--- src/hdl/srv6_pkg.sv ---
// ----------------------------------------------------------------------------
// srv6_pkg
// Shared types, constants and the header word table of the SRv6 L2 encapsulator.
// ----------------------------------------------------------------------------
package srv6_pkg;

    localparam int unsigned WORD_W      = 16;
    localparam int unsigned VB_W        = 2;
    localparam int unsigned LEN_W       = 12;
    localparam int unsigned CFG_DATA_W  = 64;
    localparam int unsigned CFG_IDX_W   = 3;
    localparam int unsigned MAC_W       = 48;
    localparam int unsigned IP_W        = 128;

    localparam int unsigned MAX_PAYLOAD = 2048;
    localparam int unsigned PLEN_ADD    = 24;
    localparam int unsigned HDR_WORDS   = 39;
    localparam int unsigned HDR_CNT_W   = $clog2(HDR_WORDS + 1);

    localparam int unsigned FIFO_DEPTH  = 4;
    localparam int unsigned FIFO_PTR_W  = $clog2(FIFO_DEPTH);
    localparam int unsigned FIFO_CNT_W  = $clog2(FIFO_DEPTH + 1);

    localparam logic [15:0] ETH_TYPE_V6      = 16'h86DD;
    localparam logic [15:0] IPV6_VER_WORD    = 16'h6000;
    localparam logic [7:0]  NEXT_HDR_ROUTING = 8'h2B;
    localparam logic [7:0]  HOP_LIMIT        = 8'd63;
    localparam logic [7:0]  SRH_NEXT_HDR     = 8'h8F;
    localparam logic [7:0]  SRH_HDR_LEN      = 8'h02;
    localparam logic [7:0]  SRH_TYPE         = 8'h04;
    localparam logic [7:0]  SRH_SEG_LEFT     = 8'h00;

    localparam logic [VB_W-1:0] VB_ONE = 2'd1;
    localparam logic [VB_W-1:0] VB_TWO = 2'd2;

    typedef enum logic [CFG_IDX_W-1:0] {
        CFG_SRC_IP_HIGH  = 3'd0,
        CFG_SRC_IP_LOW   = 3'd1,
        CFG_DST_IP_HIGH  = 3'd2,
        CFG_DST_IP_LOW   = 3'd3,
        CFG_NEXT_HOP_MAC = 3'd4,
        CFG_OWN_MAC      = 3'd5
    } cfg_idx_t;

    typedef struct packed {
        logic [IP_W-1:0]  src_ip;
        logic [IP_W-1:0]  dst_ip;
        logic [MAC_W-1:0] next_hop_mac;
        logic [MAC_W-1:0] own_mac;
    } cfg_t;

    // one queued transaction: a normalized word plus frame markers
    typedef struct packed {
        logic [WORD_W-1:0] data;
        logic [VB_W-1:0]   vb;
        logic              first;
        logic              last;
        logic [LEN_W-1:0]  plen;   // IPv6 payload length, already saturated and offset
    } entry_t;

    function automatic logic [15:0] word_of_ip(logic [IP_W-1:0] ip, logic [2:0] k);
        logic [15:0] w;
        w = ip[IP_W - 1 - 16 * k -: 16];
        return w;
    endfunction

    function automatic logic [15:0] hdr_word(logic [HDR_CNT_W-1:0] idx,
                                             logic [LEN_W-1:0] plen,
                                             cfg_t cfg);
        logic [15:0] w;
        case (idx) inside
            6'd0:            w = cfg.next_hop_mac[47:32];
            6'd1:            w = cfg.next_hop_mac[31:16];
            6'd2:            w = cfg.next_hop_mac[15:0];
            6'd3:            w = cfg.own_mac[47:32];
            6'd4:            w = cfg.own_mac[31:16];
            6'd5:            w = cfg.own_mac[15:0];
            6'd6:            w = ETH_TYPE_V6;
            6'd7:            w = IPV6_VER_WORD;
            6'd9:            w = {{(16 - LEN_W){1'b0}}, plen};
            6'd10:           w = {NEXT_HDR_ROUTING, HOP_LIMIT};
            [6'd11:6'd18]:   w = word_of_ip(cfg.src_ip, 3'(idx - 6'd11));
            [6'd19:6'd26]:   w = word_of_ip(cfg.dst_ip, 3'(idx - 6'd19));
            6'd27:           w = {SRH_NEXT_HDR, SRH_HDR_LEN};
            6'd28:           w = {SRH_TYPE, SRH_SEG_LEFT};
            [6'd31:6'd38]:   w = word_of_ip(cfg.dst_ip, 3'(idx - 6'd31));
            default:         w = 16'h0000;  // flow label low, last entry/flags, tag
        endcase
        return w;
    endfunction

endpackage

--- src/hdl/srv6_if.sv ---
// ----------------------------------------------------------------------------
// srv6 stream interfaces
// Valid/ready channels for inner frame words and encapsulated packet words.
// ----------------------------------------------------------------------------
interface srv6_in_if;
    logic                           valid;
    logic                           ready;
    logic [srv6_pkg::WORD_W-1:0]    data_word;
    logic [srv6_pkg::VB_W-1:0]      valid_bytes;
    logic                           first_word;
    logic                           last_word;
    logic [srv6_pkg::LEN_W-1:0]     payload_bytes;

    modport source (
        output valid, data_word, valid_bytes, first_word, last_word, payload_bytes,
        input  ready
    );
    modport sink (
        input  valid, data_word, valid_bytes, first_word, last_word, payload_bytes,
        output ready
    );
endinterface

interface srv6_out_if;
    logic                           valid;
    logic                           ready;
    logic [srv6_pkg::WORD_W-1:0]    out_word;
    logic [srv6_pkg::VB_W-1:0]      out_valid_bytes;
    logic                           run_end;
    logic                           packet_end;

    modport source (
        output valid, out_word, out_valid_bytes, run_end, packet_end,
        input  ready
    );
    modport sink (
        input  valid, out_word, out_valid_bytes, run_end, packet_end,
        output ready
    );
endinterface

--- src/hdl/srv6_l2_encapsulator.sv ---
// ----------------------------------------------------------------------------
// srv6_l2_encapsulator
// SRv6 L2 encapsulation with one segment: outer Ethernet, IPv6 and SRH.
// ----------------------------------------------------------------------------
// Usage:
//   in_ch carries inner frame words (16 bits, first byte high); out_ch carries
//   the encapsulated packet. A transaction moves when valid and ready are high.
//   The config port (cfg_wr_en, cfg_index, cfg_data) loads addresses and MACs;
//   write it only while no frame is in flight.
//   A word flagged first_word produces 39 header words and then itself; every
//   later word of the frame produces only itself. Words outside a frame are
//   accepted and dropped.
//   An accepted word passes through the queue and then the output register
//   before it shows on out_ch. Throughput is one output word per cycle while
//   out_ch is ready, set by the single output register; the input takes one
//   word per cycle while the 4-entry queue has room, so it back-pressures
//   during each header burst. Reset clears the queue, the open-frame flag,
//   the output valid and all config registers. When out_ch stalls, the output
//   word holds and the queue fills; in_ch.ready drops once the queue is full.
// ----------------------------------------------------------------------------
module srv6_l2_encapsulator (
    input  logic                                clk,
    input  logic                                rst_n,
    input  logic                                cfg_wr_en,
    input  logic [srv6_pkg::CFG_IDX_W-1:0]      cfg_index,
    input  logic [srv6_pkg::CFG_DATA_W-1:0]     cfg_data,
    srv6_in_if.sink                             in_ch,
    srv6_out_if.source                          out_ch
);

    srv6_pkg::cfg_t     cfg_reg;
    srv6_pkg::entry_t   push_entry;
    srv6_pkg::entry_t   head;
    logic               push;
    logic               pop;
    logic               fifo_full;
    logic               fifo_empty;

    always_ff @(posedge clk or negedge rst_n)
    begin
        if (!rst_n)
        begin
            cfg_reg <= '0;
        end
        else if (cfg_wr_en)
        begin
            case (srv6_pkg::cfg_idx_t'(cfg_index))
                srv6_pkg::CFG_SRC_IP_HIGH:  cfg_reg.src_ip[127:64] <= cfg_data;
                srv6_pkg::CFG_SRC_IP_LOW:   cfg_reg.src_ip[63:0]   <= cfg_data;
                srv6_pkg::CFG_DST_IP_HIGH:  cfg_reg.dst_ip[127:64] <= cfg_data;
                srv6_pkg::CFG_DST_IP_LOW:   cfg_reg.dst_ip[63:0]   <= cfg_data;
                srv6_pkg::CFG_NEXT_HOP_MAC:
                    cfg_reg.next_hop_mac <= cfg_data[srv6_pkg::MAC_W-1:0];
                srv6_pkg::CFG_OWN_MAC:
                    cfg_reg.own_mac <= cfg_data[srv6_pkg::MAC_W-1:0];
                default: ;
            endcase
        end
    end

    srv6_front u_front (
        .clk        (clk),
        .rst_n      (rst_n),
        .in_ch      (in_ch),
        .fifo_full  (fifo_full),
        .push       (push),
        .push_entry (push_entry)
    );

    srv6_fifo u_fifo (
        .clk        (clk),
        .rst_n      (rst_n),
        .push       (push),
        .push_entry (push_entry),
        .full       (fifo_full),
        .pop        (pop),
        .head       (head),
        .empty      (fifo_empty)
    );

    srv6_back u_back (
        .clk    (clk),
        .rst_n  (rst_n),
        .cfg    (cfg_reg),
        .head   (head),
        .empty  (fifo_empty),
        .pop    (pop),
        .out_ch (out_ch)
    );

endmodule

--- src/hdl/srv6_front.sv ---
// ----------------------------------------------------------------------------
// srv6_front
// Accepts inner frame words, drops words outside a frame, normalizes the rest.
// ----------------------------------------------------------------------------
module srv6_front (
    input  logic                clk,
    input  logic                rst_n,
    srv6_in_if.sink             in_ch,
    input  logic                fifo_full,
    output logic                push,
    output srv6_pkg::entry_t    push_entry
);

    logic frame_open_reg;
    logic frame_open_next;
    logic accepted;
    logic keep;
    logic [srv6_pkg::LEN_W-1:0] len_sat;

    assign in_ch.ready = ~fifo_full;
    assign accepted    = in_ch.valid & in_ch.ready;
    assign keep        = in_ch.first_word | frame_open_reg;
    assign push        = accepted & keep;

    always_comb
    begin
        if (in_ch.payload_bytes > srv6_pkg::LEN_W'(srv6_pkg::MAX_PAYLOAD))
        begin
            len_sat = srv6_pkg::LEN_W'(srv6_pkg::MAX_PAYLOAD);
        end
        else
        begin
            len_sat = in_ch.payload_bytes;
        end
    end

    always_comb
    begin
        push_entry.first = in_ch.first_word;
        push_entry.last  = in_ch.last_word;
        push_entry.plen  = len_sat + srv6_pkg::LEN_W'(srv6_pkg::PLEN_ADD);
        if (in_ch.valid_bytes == srv6_pkg::VB_ONE)
        begin
            push_entry.data = {in_ch.data_word[15:8], 8'h00};
            push_entry.vb   = srv6_pkg::VB_ONE;
        end
        else
        begin
            push_entry.data = in_ch.data_word;
            push_entry.vb   = srv6_pkg::VB_TWO;
        end
    end

    always_comb
    begin
        frame_open_next = frame_open_reg;
        if (push)
        begin
            frame_open_next = ~in_ch.last_word;
        end
    end

    always_ff @(posedge clk or negedge rst_n)
    begin
        if (!rst_n)
        begin
            frame_open_reg <= 1'b0;
        end
        else
        begin
            frame_open_reg <= frame_open_next;
        end
    end

endmodule

--- src/hdl/srv6_fifo.sv ---
// ----------------------------------------------------------------------------
// srv6_fifo
// Short queue between front and back; head entry is shown without a pop.
// ----------------------------------------------------------------------------
module srv6_fifo (
    input  logic                clk,
    input  logic                rst_n,
    input  logic                push,
    input  srv6_pkg::entry_t    push_entry,
    output logic                full,
    input  logic                pop,
    output srv6_pkg::entry_t    head,
    output logic                empty
);

    srv6_pkg::entry_t                   mem [srv6_pkg::FIFO_DEPTH];
    logic [srv6_pkg::FIFO_PTR_W-1:0]    wr_ptr_reg, wr_ptr_next;
    logic [srv6_pkg::FIFO_PTR_W-1:0]    rd_ptr_reg, rd_ptr_next;
    logic [srv6_pkg::FIFO_CNT_W-1:0]    count_reg, count_next;

    assign full  = (count_reg == srv6_pkg::FIFO_CNT_W'(srv6_pkg::FIFO_DEPTH));
    assign empty = (count_reg == '0);
    assign head  = mem[rd_ptr_reg];

    always_comb
    begin
        wr_ptr_next = wr_ptr_reg;
        rd_ptr_next = rd_ptr_reg;
        count_next  = count_reg;
        if (push)
        begin
            wr_ptr_next = wr_ptr_reg + 1'b1;
        end
        if (pop)
        begin
            rd_ptr_next = rd_ptr_reg + 1'b1;
        end
        case ({push, pop})
            2'b10:   count_next = count_reg + 1'b1;
            2'b01:   count_next = count_reg - 1'b1;
            default: count_next = count_reg;
        endcase
    end

    always_ff @(posedge clk)
    begin
        if (push)
        begin
            mem[wr_ptr_reg] <= push_entry;
        end
    end

    always_ff @(posedge clk or negedge rst_n)
    begin
        if (!rst_n)
        begin
            wr_ptr_reg <= '0;
            rd_ptr_reg <= '0;
            count_reg  <= '0;
        end
        else
        begin
            wr_ptr_reg <= wr_ptr_next;
            rd_ptr_reg <= rd_ptr_next;
            count_reg  <= count_next;
        end
    end

endmodule

--- src/hdl/srv6_back.sv ---
// ----------------------------------------------------------------------------
// srv6_back
// Expands queued frame starts into the outer header burst, then emits words.
// ----------------------------------------------------------------------------
module srv6_back (
    input  logic                clk,
    input  logic                rst_n,
    input  srv6_pkg::cfg_t      cfg,
    input  srv6_pkg::entry_t    head,
    input  logic                empty,
    output logic                pop,
    srv6_out_if.source          out_ch
);

    logic [srv6_pkg::HDR_CNT_W-1:0] hdr_cnt_reg, hdr_cnt_next;
    logic                           valid_reg, valid_next;
    logic [srv6_pkg::WORD_W-1:0]    word_reg, word_next;
    logic [srv6_pkg::VB_W-1:0]      vb_reg, vb_next;
    logic                           run_end_reg, run_end_next;
    logic                           pkt_end_reg, pkt_end_next;
    logic                           out_free;
    logic                           load;
    logic                           in_header;

    assign out_free  = ~valid_reg | out_ch.ready;
    assign load      = out_free & ~empty;
    assign in_header = head.first
                     & (hdr_cnt_reg != srv6_pkg::HDR_CNT_W'(srv6_pkg::HDR_WORDS));
    assign pop       = load & ~in_header;

    always_comb
    begin
        hdr_cnt_next = hdr_cnt_reg;
        valid_next   = valid_reg & ~out_ch.ready;
        word_next    = word_reg;
        vb_next      = vb_reg;
        run_end_next = run_end_reg;
        pkt_end_next = pkt_end_reg;
        if (load)
        begin
            valid_next = 1'b1;
            if (in_header)
            begin
                hdr_cnt_next = hdr_cnt_reg + 1'b1;
                word_next    = srv6_pkg::hdr_word(hdr_cnt_reg, head.plen, cfg);
                vb_next      = srv6_pkg::VB_TWO;
                run_end_next = 1'b0;
                pkt_end_next = 1'b0;
            end
            else
            begin
                hdr_cnt_next = '0;
                word_next    = head.data;
                vb_next      = head.vb;
                run_end_next = 1'b1;
                pkt_end_next = head.last;
            end
        end
    end

    always_ff @(posedge clk)
    begin
        word_reg    <= word_next;
        vb_reg      <= vb_next;
        run_end_reg <= run_end_next;
        pkt_end_reg <= pkt_end_next;
    end

    always_ff @(posedge clk or negedge rst_n)
    begin
        if (!rst_n)
        begin
            valid_reg   <= 1'b0;
            hdr_cnt_reg <= '0;
        end
        else
        begin
            valid_reg   <= valid_next;
            hdr_cnt_reg <= hdr_cnt_next;
        end
    end

    assign out_ch.valid           = valid_reg;
    assign out_ch.out_word        = word_reg;
    assign out_ch.out_valid_bytes = vb_reg;
    assign out_ch.run_end         = run_end_reg;
    assign out_ch.packet_end      = pkt_end_reg;

endmodule

--- src/flat_wrapper.sv ---
// flat-port wrapper written by rule: the top's interface ports become plain ports
module srv6_l2_encapsulator_flat 
  (clk, rst_n, cfg_wr_en, cfg_index, cfg_data, in_ch_valid, in_ch_data_word, in_ch_valid_bytes, in_ch_first_word, in_ch_last_word, in_ch_payload_bytes, in_ch_ready, out_ch_valid, out_ch_out_word, out_ch_out_valid_bytes, out_ch_run_end, out_ch_packet_end, out_ch_ready);
  srv6_in_if in_ch_i ();
  srv6_out_if out_ch_i ();
  input  logic clk;
  input  logic rst_n;
  input  logic cfg_wr_en;
  input  logic [srv6_pkg::CFG_IDX_W-1:0] cfg_index;
  input  logic [srv6_pkg::CFG_DATA_W-1:0] cfg_data;
  input wire logic [$bits(in_ch_i.valid)-1:0] in_ch_valid;
  input wire logic [$bits(in_ch_i.data_word)-1:0] in_ch_data_word;
  input wire logic [$bits(in_ch_i.valid_bytes)-1:0] in_ch_valid_bytes;
  input wire logic [$bits(in_ch_i.first_word)-1:0] in_ch_first_word;
  input wire logic [$bits(in_ch_i.last_word)-1:0] in_ch_last_word;
  input wire logic [$bits(in_ch_i.payload_bytes)-1:0] in_ch_payload_bytes;
  output wire logic [$bits(in_ch_i.ready)-1:0] in_ch_ready;
  output wire logic [$bits(out_ch_i.valid)-1:0] out_ch_valid;
  output wire logic [$bits(out_ch_i.out_word)-1:0] out_ch_out_word;
  output wire logic [$bits(out_ch_i.out_valid_bytes)-1:0] out_ch_out_valid_bytes;
  output wire logic [$bits(out_ch_i.run_end)-1:0] out_ch_run_end;
  output wire logic [$bits(out_ch_i.packet_end)-1:0] out_ch_packet_end;
  input wire logic [$bits(out_ch_i.ready)-1:0] out_ch_ready;
  assign in_ch_i.valid = in_ch_valid;
  assign in_ch_i.data_word = in_ch_data_word;
  assign in_ch_i.valid_bytes = in_ch_valid_bytes;
  assign in_ch_i.first_word = in_ch_first_word;
  assign in_ch_i.last_word = in_ch_last_word;
  assign in_ch_i.payload_bytes = in_ch_payload_bytes;
  assign in_ch_ready = in_ch_i.ready;
  assign out_ch_valid = out_ch_i.valid;
  assign out_ch_out_word = out_ch_i.out_word;
  assign out_ch_out_valid_bytes = out_ch_i.out_valid_bytes;
  assign out_ch_run_end = out_ch_i.run_end;
  assign out_ch_packet_end = out_ch_i.packet_end;
  assign out_ch_i.ready = out_ch_ready;
  srv6_l2_encapsulator u_core (.clk(clk), .rst_n(rst_n), .cfg_wr_en(cfg_wr_en), .cfg_index(cfg_index), .cfg_data(cfg_data), .in_ch(in_ch_i), .out_ch(out_ch_i));
endmodule
--- config.mk ---
export PLATFORM = sky130hd
export DESIGN_NAME = srv6_l2_encapsulator_flat
export DESIGN_NICKNAME = d
export VERILOG_FILES = /design/src/hdl/srv6_pkg.sv /design/src/hdl/srv6_if.sv /design/src/hdl/srv6_l2_encapsulator.sv /design/src/hdl/srv6_front.sv /design/src/hdl/srv6_fifo.sv /design/src/hdl/srv6_back.sv /design/src/flat_wrapper.sv
export SDC_FILE = /design/constraint.sdc
export NUM_CORES = 1
export LEC_CHECK = 0
export BUFFER_PORTS_ARGS = -buffer_cell sky130_fd_sc_hd__buf_2
export CORE_ASPECT_RATIO = 0.5
export CORE_MARGIN = 1.5
export CORE_UTILIZATION = 40
export DETAILED_ROUTE_END_ITERATION = 16
export GPL_ROUTABILITY_DRIVEN = 0
export PLACE_DENSITY_LB_ADDON = 0.08
export SYNTH_ARGS = -nofsm -noshare
export SYNTH_HDL_FRONTEND = slang
export SYNTH_HIERARCHICAL = 1
export SYNTH_SLANG_ARGS = --single-unit
export TNS_END_PERCENT = 50
--- constraint.sdc ---
create_clock -name clk -period 4.5 [get_ports clk]
set_input_delay 0.45 -clock clk [delete_from_list [all_inputs] [get_ports clk]]
set_output_delay 0.45 -clock clk [all_outputs]
set_load 0.01 [all_outputs]
Word-level counts from Yosys, hierarchy flattened
Memories as Yosys holds them, arrays and structs flattened.
Index checks and enable logic that the tools add are counted.
Cells by class
  shifts and indexed selects: 3
  mux-type cells: 24
  bitwise logic cells: 14
  $add $sub $neg: 12
  order comparisons: 7
  reductions and logical operators: 13
  equal/unequal tests: 21
Operator list (number)
  $shiftx 143x33->16: 3
  $mux 16: 16
  $eq 6x3->1 const B: 4
  $sub 7x7->8 const A: 3
  $add 12x5->12 const B: 1
  $eq 6x2->1 const B: 2
  $eq 6x4->1 const B: 2
  $eq 6x5->1 const B: 2
  $ge 6x5->1 const B: 2
  $gt 12x12->1 const B: 1
  $le 6x5->1 const B: 2
  $mux 12: 1
  $reduce_and 2->1: 6
  $mux 10: 1
  $eq 3x3->1 const B: 3
  $add 6x1->6 const B: 1
  $and 1x1->1: 6
  $eq 3x2->1 const B: 2
  $eq 6x1->1 const B: 1
  $ge 6x4->1 const B: 1
  $le 6x6->1 const B: 1
  $logic_not 3->1: 2
  $logic_not 6->1: 1
  $mux 6: 1
  15 further kinds: 29
Storage, ports and cells
  word-level logic and storage cells: 111
  memory bits (writable): 128
  input bits: 104
  register bits: 387
  output and inout port bits: 22
  memories: 1
Memories
  u_core.u_fifo.mem: words 4, bits a word 32, read ports 1, clocked after Yosys merged registers in 0, wr ports 1, line srv6_fifo.sv:16  | srv6_pkg::entry_t mem [srv6_pkg::FIFO_DEPTH];

Longest topological paths before layout
Gate-level depths: netlist of the first run.
  depth after elaboration: 19
  gate-level depth with buffers: 14
  mapped depth without buffers: 11

Hierarchy
Netlist of the first run, hierarchy kept.
By module, submodules not included
  srv6_l2_encapsulator: times used 1, cells each 748, area an instance 13940.9 um2
  srv6_back: times used 1, cells each 558, area an instance 5153.7 um2
  srv6_fifo: times used 1, cells each 205, area an instance 5063.6 um2
  srv6_front: times used 1, cells each 61, area an instance 397.9 um2

Least setup slack after synthesis of the first run
OpenSTA, ideal clock, no wires.
  path kind: flip-flop to flip-flop
  from: reg u_core/u_back/hdr_cnt_reg[0] (netlist bit)
  to: reg u_core.u_back.word_reg, in the netlist u_core/u_back/out_ch.out_word[13] (data pin)
  required time: 4.236 ns
  arrival time: 2.964 ns
  stages on the path, launching flop included: 14
  setup slack: 1.271 ns
  buffers on the path: 5
  period minus slack after synthesis: 3.229 ns
  path through: dfrtp_1 > buf_4 > buf_4 > buf_2 > inv_1 > ha_1 > buf_4 > clkbuf_1 > mux4_2 > mux2_2 > a32oi_1 > o211ai_1 > a31oi_1 > o22ai_1
Between the ends
  word-level cells in the longest chain between the ends: 19
  elaborated cells on any way between the ends: 48
Ends and longest elaborated chain
  start: declaration: line srv6_back.sv:15  | logic [srv6_pkg::HDR_CNT_W-1:0] hdr_cnt_reg, hdr_cnt_next;
  start signal: assignment: line srv6_back.sv:79  | hdr_cnt_reg <= hdr_cnt_next;
  $sub 3x3->3: line srv6_pkg.sv:86  | [6'd31:6'd38]: w = word_of_ip(cfg.dst_ip, 3'(idx - 6'd31));
  $sub 7x7->8: line srv6_pkg.sv:63  | w = ip[IP_W - 1 - 16 * k -: 16];
  $shiftx 143x33->16: line srv6_pkg.sv:63
  $mux 16 (15 in a row): line srv6_pkg.sv:71  | case (idx) inside
  $mux 16 (*): line srv6_back.sv:42  | if (in_header)
  end signal: assignment: line srv6_back.sv:63  | word_reg <= word_next;
  end: declaration: line srv6_back.sv:17  | logic [srv6_pkg::WORD_W-1:0] word_reg, word_next;
Every way passes the cells marked *; elsewhere a longest branch is shown, timed or not.
A chain may end at the register's enable or synchronous reset.

Worst setup path in the final report of the first run
  from: reg u_core/u_back/hdr_cnt_reg[1] (netlist bit)
  to: reg u_core.u_back.word_reg, in the netlist u_core/u_back/out_ch.out_word[10] (data pin)
The elaborated chain is that of the path after synthesis.

==> reports/results.tsv, run 1 <==
metric	value	unit
most common flop cell mapped by yosys	dfrtp_1	
Tightest Pin Transition	1.02	ns
leading cell type in the layout, fill and taps excluded	dfrtp_1	
DRT antenna net count	0	
Final Slew Violations	0	
Synthesized Nets	1687	
num ports	126	
Post-CTS Repair Setup Buffers	0	
worst path required time	4.85	ns
period utilization	71.7	%
Placement Rows	63	
kind of critical path	reg2reg	
Clock Skew	0.0246	ns
drt drc	0	
Total Wirelength	69.9	mm
Post-synth EDFFs	148	
CTS tree	yes	
Layout area overhead	11.0	%
most frequent cells in the layout	dfrtp_1, mux2_2, mux2_4, edfxtp_1, buf_2	
gr usage total	22.4	%
die area	63000	um^2
first-pass GRT wire length	105	mm
number of global-route vias before repair	15000	
crit start category	flop	
layout cells sized above 1	41.4	%
Finished Core Util	45.5	%
Synth top area share	37.4	%
Tmin final	3.22	ns
DRT Pass-1 Iters	8	
placed standard-cell area	25700	um^2
Core Region	60000	um^2
maximum clock frequency	0.310	GHz
clock slew at reported path FFs	0.07	ns
TritonCTS Buffers	48	
Seq/Total Area, Yosys	55.5	%
antenna violations before repair	6	
hold crit path type	in2reg	
overflow left after global routing	0	
FF-to-FF Start	u_core/u_back/hdr_cnt_reg[1]	
Vias	14700	
WL/cell	27.6	um
Setup crit end kind	flop	
DRT iter0 DRCs	1594	
CTS Sinks	515	
synth unique cells	77	
Post-Syn Area	24600	um^2
largest cells by area after synthesis	dfrtp_1, edfxtp_1, mux2_4	
Post-Place Setup Slack	1.30	ns
Hold-fix buffers, CTS	1	
mean area per synthesized cell	15.6	um^2
min-delay src	in_ch_data_word[12]	
H-tree Lvls	2	
initial core utilization	40.9	%
ys async rst share	71.3	%
relative slew slack	31.7	%
hold slack	0.0905	ns
DPL Wire Length	48.0	mm
clk root buf	clkbuf_16	
VDD IR max	0.349	mV
Yosys top cell by area	dfrtp_1	
Max Cap Viol	0	
Synthesis Warnings	6	
crit path DAT	3.58	ns
post-CTS resize count	0	
status	finished, final reports clean	
final setup fails	0	
number of failing hold endpoints at the final stage	0	
unrepaired setup endpoints after global routing	false	
crit-path max FO	17	
TNS Setup	0	ns
max reg flops	352	
PortBufs	125	
Die X	353	um
Synth Instances	1572	
post-route setup slack	1.28	ns
DIE HEIGHT	178	um
CP Launch Point	u_core/u_back/hdr_cnt_reg[1]	
largest net degree at the start of global routing	117	
number of vias per cell	5.78	
flip-flop and latch count after synthesis	515	
Clock Path Buffers	3	
Lkg Pwr	0.0111	uW
Pwr per Cell Area	644	nW/um^2
worst skew pair latency	0.59	ns
Final Instance Area	27300	um^2
Layout Nets	1801	
area by class of cell:
cell class | count | area [um^2]
diodes | 2 | 5.00
clock buffers | 70 | 1370
clock inverters | 17 | 174
fillers | 5243 | 32700
inverters | 18 | 67.6
multi-input cells | 933 | 9960
flip-flops and latches | 515 | 13600
well taps | 812 | 1020
repair buffers | 170 | 1040
power breakdown:
group | leakage (uW) | switching [uW] | total (uW) | internal [uW]
registers | 0.00578 | 631 | 6610 | 5980
clock network | 0.000736 | 1820 | 4110 | 2290
logic | 0.00454 | 3830 | 6830 | 3000
through the flow:
step,std cells,total power [uW]
6_report,2537,17500
4_1_cts,2535,17600
3_3_place_gp,2447,13300
2_1_floorplan,1572,10900
5_1_grt,2536,18400
3_5_place_dp,2447,13400
metal layers:
layer / wire length [um] / GRT usage, %
met5: 56 / 0
met4: 1010 / 3.81
met3: 4750 / 4.28
met2: 29200 / 31.7
met1: 34900 / 35.7
synth_stat cells (6+ instances only):
cell and instances:
a211oi_1 11, a21oi_1 32, a221o_1 15, a221oi_1 9
a31oi_1 10, and2_1 18, and3_1 7, buf_12 15
buf_2 34, buf_4 26, buf_6 13, buf_8 6
clkbuf_1 11, dfrtp_1 367, edfxtp_1 148, ha_1 10
inv_1 15, mux2_2 199, mux2_4 160, mux2i_1 29
mux4_2 90, nand2_1 60, nand2b_1 10, nand3_1 19
nand4_1 6, nor2_1 55, nor2b_1 7, nor3_1 25
o211ai_1 13, o21ai_0 30, o22ai_1 18, or3_1 8
xor2_1 7
path summary, 6_finish.rpt:
path,slack (ns),endpoint,depth (start not counted)
min in group asynchronous,0.49,u_core/u_back/out_ch.valid,2
min reg2reg,0.50,u_core/u_fifo/count_reg[2],1
max reg2reg,1.28,u_core/u_back/out_ch.out_word[10],9
min,0.09,u_core/u_fifo/mem[1][28],1
max,1.28,u_core/u_back/out_ch.out_word[10],9
max in group asynchronous,2.82,u_core/cfg_reg[232],3
worst max-delay path: stages (launching register included):
cell and delay, ns:
dfrtp_1 0.47, inv_1 0.11, ha_2 0.73, buf_4 0.34, mux4_2 0.38, nand2_1 0.10, nand2_1 0.10, a221oi_1 0.44
nand3_1 0.13, o21a_1 0.18
logic make-up (layout without fill, tap and decap cells):
kind of cell    after synthesis  in the layout  share of synthesized area (%)
simple gates                243            243                           5.22
flops                       515            515                           55.5
fa+ha+maj                    11             11                          0.591
mux                         482            482                           28.8
other cells                   0              2                              0
buf+inv                     124            275                           4.13
compound gates              186            186                           5.39
xor+xnor                     11             11                          0.392
Power figures use the tool's default switching activity.
==> inputs of run 2 (changes only) <==
==> constraint.sdc (replaced) <==
create_clock -name clk -period 2.81 [get_ports clk]
set_input_delay 0.281 -clock clk [delete_from_list [all_inputs] [get_ports clk]]
set_output_delay 0.281 -clock clk [all_outputs]
set_load 0.01 [all_outputs]
==> reports/results.tsv, run 2 (synthesis results as in run 1) <==
metric	value	unit
first-pass GRT wire length	105	mm
WL/cell	26.6	um
gr usage total	22.6	%
DRT Pass-1 Iters	6	
overflow left after global routing	0	
Tot Pwr	29100	uW
crit start category	flop	
failing checks	setup timing	
Layout area overhead	16.1	%
Non-Filler Instances	2639	
final setup fails	1	
worst path required time	3.12	ns
Setup crit end kind	flop	
Placement Rows	63	
Clock Skew	0.0230	ns
number of global-route vias before repair	15600	
Layout Nets	1903	
VDD IR max	0.597	mV
DIE HEIGHT	178	um
DP Cell Count	2520	
Total Wirelength	70.3	mm
status	complete, but fails checks	
hold crit path type	in2reg	
clk root buf	clkbuf_16	
unrepaired setup endpoints after global routing	true	
CTS tree	yes	
crit path DAT	3.18	ns
Post-Place Setup Slack	-0.147	ns
number of vias per cell	5.68	
Tmin final	2.87	ns
Die X	353	um
leading cell type in the layout, fill and taps excluded	dfrtp_1	
FILL cells	5156	
Vias	15000	
CTS Sinks	515	
clock slew at reported path FFs	0.07	ns
hold slack	0.0335	ns
Clock Path Buffers	3	
number of failing hold endpoints at the final stage	0	
drt drc	0	
most frequent cells in the layout	dfrtp_1, mux2_2, mux2_4, edfxtp_1, buf_2	
H-tree Lvls	2	
Lkg Pwr	0.0117	uW
DPL Wire Length	49.5	mm
Max Cap Viol	0	
post-route setup slack	-0.0601	ns
crit-path max FO	18	
Pwr per Cell Area	1020	nW/um^2
DRT antenna net count	0	
PortBufs	125	
TritonCTS Buffers	47	
largest net degree at the start of global routing	81	
initial core utilization	40.9	%
maximum clock frequency	0.348	GHz
kind of critical path	reg2reg	
DRT iter0 DRCs	1233	
antenna violations before repair	6	
worst skew pair latency	0.60	ns
period utilization	102	%
num ports	126	
max reg flops	352	
relative slew slack	46.8	%
Tightest Pin Transition	0.796	ns
Core Region	60000	um^2
die area	63000	um^2
layout cells sized above 1	43.6	%
Final Slew Violations	0	
-- run 2: changes by cell type in the layout (fill, tap and decap cells not counted), sizes merged --
cell         previous run  this run
bufinv                  3         8
clkinvlp                8         0
inv                    18        20
clkinv                  6         9
dlygate4sd3             1        30
clkbuf                 70        67
buf                   169       243
-- run 2: layout make-up --
type	instances	area, um^2	area share, %
Sequential cell	515	13600	47.8
Inverter	18	67.6	0.237
Multi-Input combinational cell	933	10000	35.1
Timing Repair Buffer	273	2140	7.50
Tap cell	812	1020	3.56
Clock buffer	67	1320	4.64
Clock inverter	19	315	1.11
Antenna cell	2	5.00	0.0176
-- run 2: power by group --
part	internal, uW	switching (uW)	total (uW)
Sequential	9570	947	10500
Combinational	5350	6260	11600
Clock	4030	2930	6970
Total	18900	10100	29100
-- run 2: final timing paths --
kind	start	endpoint	slack [ns]	cells after the start
hold reg to reg	u_core/u_fifo/count_reg[2]	u_core/u_fifo/count_reg[2]	0.49	1
setup / recovery	u_core/u_back/hdr_cnt_reg[0]	u_core/u_back/out_ch.out_word[13]	-0.06	10
max in group asynchronous	rst_n	u_core/cfg_reg[179]	1.71	3
min in group asynchronous	rst_n	u_core/u_front/frame_open_reg	0.28	2
setup reg to reg	u_core/u_back/hdr_cnt_reg[0]	u_core/u_back/out_ch.out_word[13]	-0.06	10
hold / removal	cfg_data[22]	u_core/cfg_reg[246]	0.03	2
-- run 2: metrics by stage --
step | utilization, % | setup TNS [ns] | area, um^2
finish | 47.5 | -0.0601 | 28500
CTS | 47.4 | 0 | 28500
detailed placement | 44.2 | -0.257 | 26500
global route | 47.5 | -0.144 | 28500
global placement | 44.2 | -0.133 | 26500
floorplan | - | 0 | 24600
-- run 2: per-layer routing --
layer,up-vias,GRT usage [%],share of wire [%]
li1,6429,-,-
met5,-,1.69,0.30
met3,121,6.53,8.2
met2,535,32.0,42
met1,7895,33.9,48
met4,8,4.81,1.9
-- run 2: what timing repair did --
item                       in CTS  in global routing
setup endpoints to repair       7                 14
setup buffers                   1                  0
pin swaps                       2                  0
hold endpoints to repair      174                  0
gates resized for setup         3                  9
hold buffers                   30                  0
-- run 2: critical path: stages (launching register included) --
cell	delay, ns
dfrtp_4	0.51
inv_2	0.10
ha_2	0.30
buf_12	0.17
buf_4	0.17
mux4_2	0.28
mux2_2	0.32
a32oi_2	0.19
o211ai_1	0.16
a31oi_1	0.25
o22ai_1	0.14
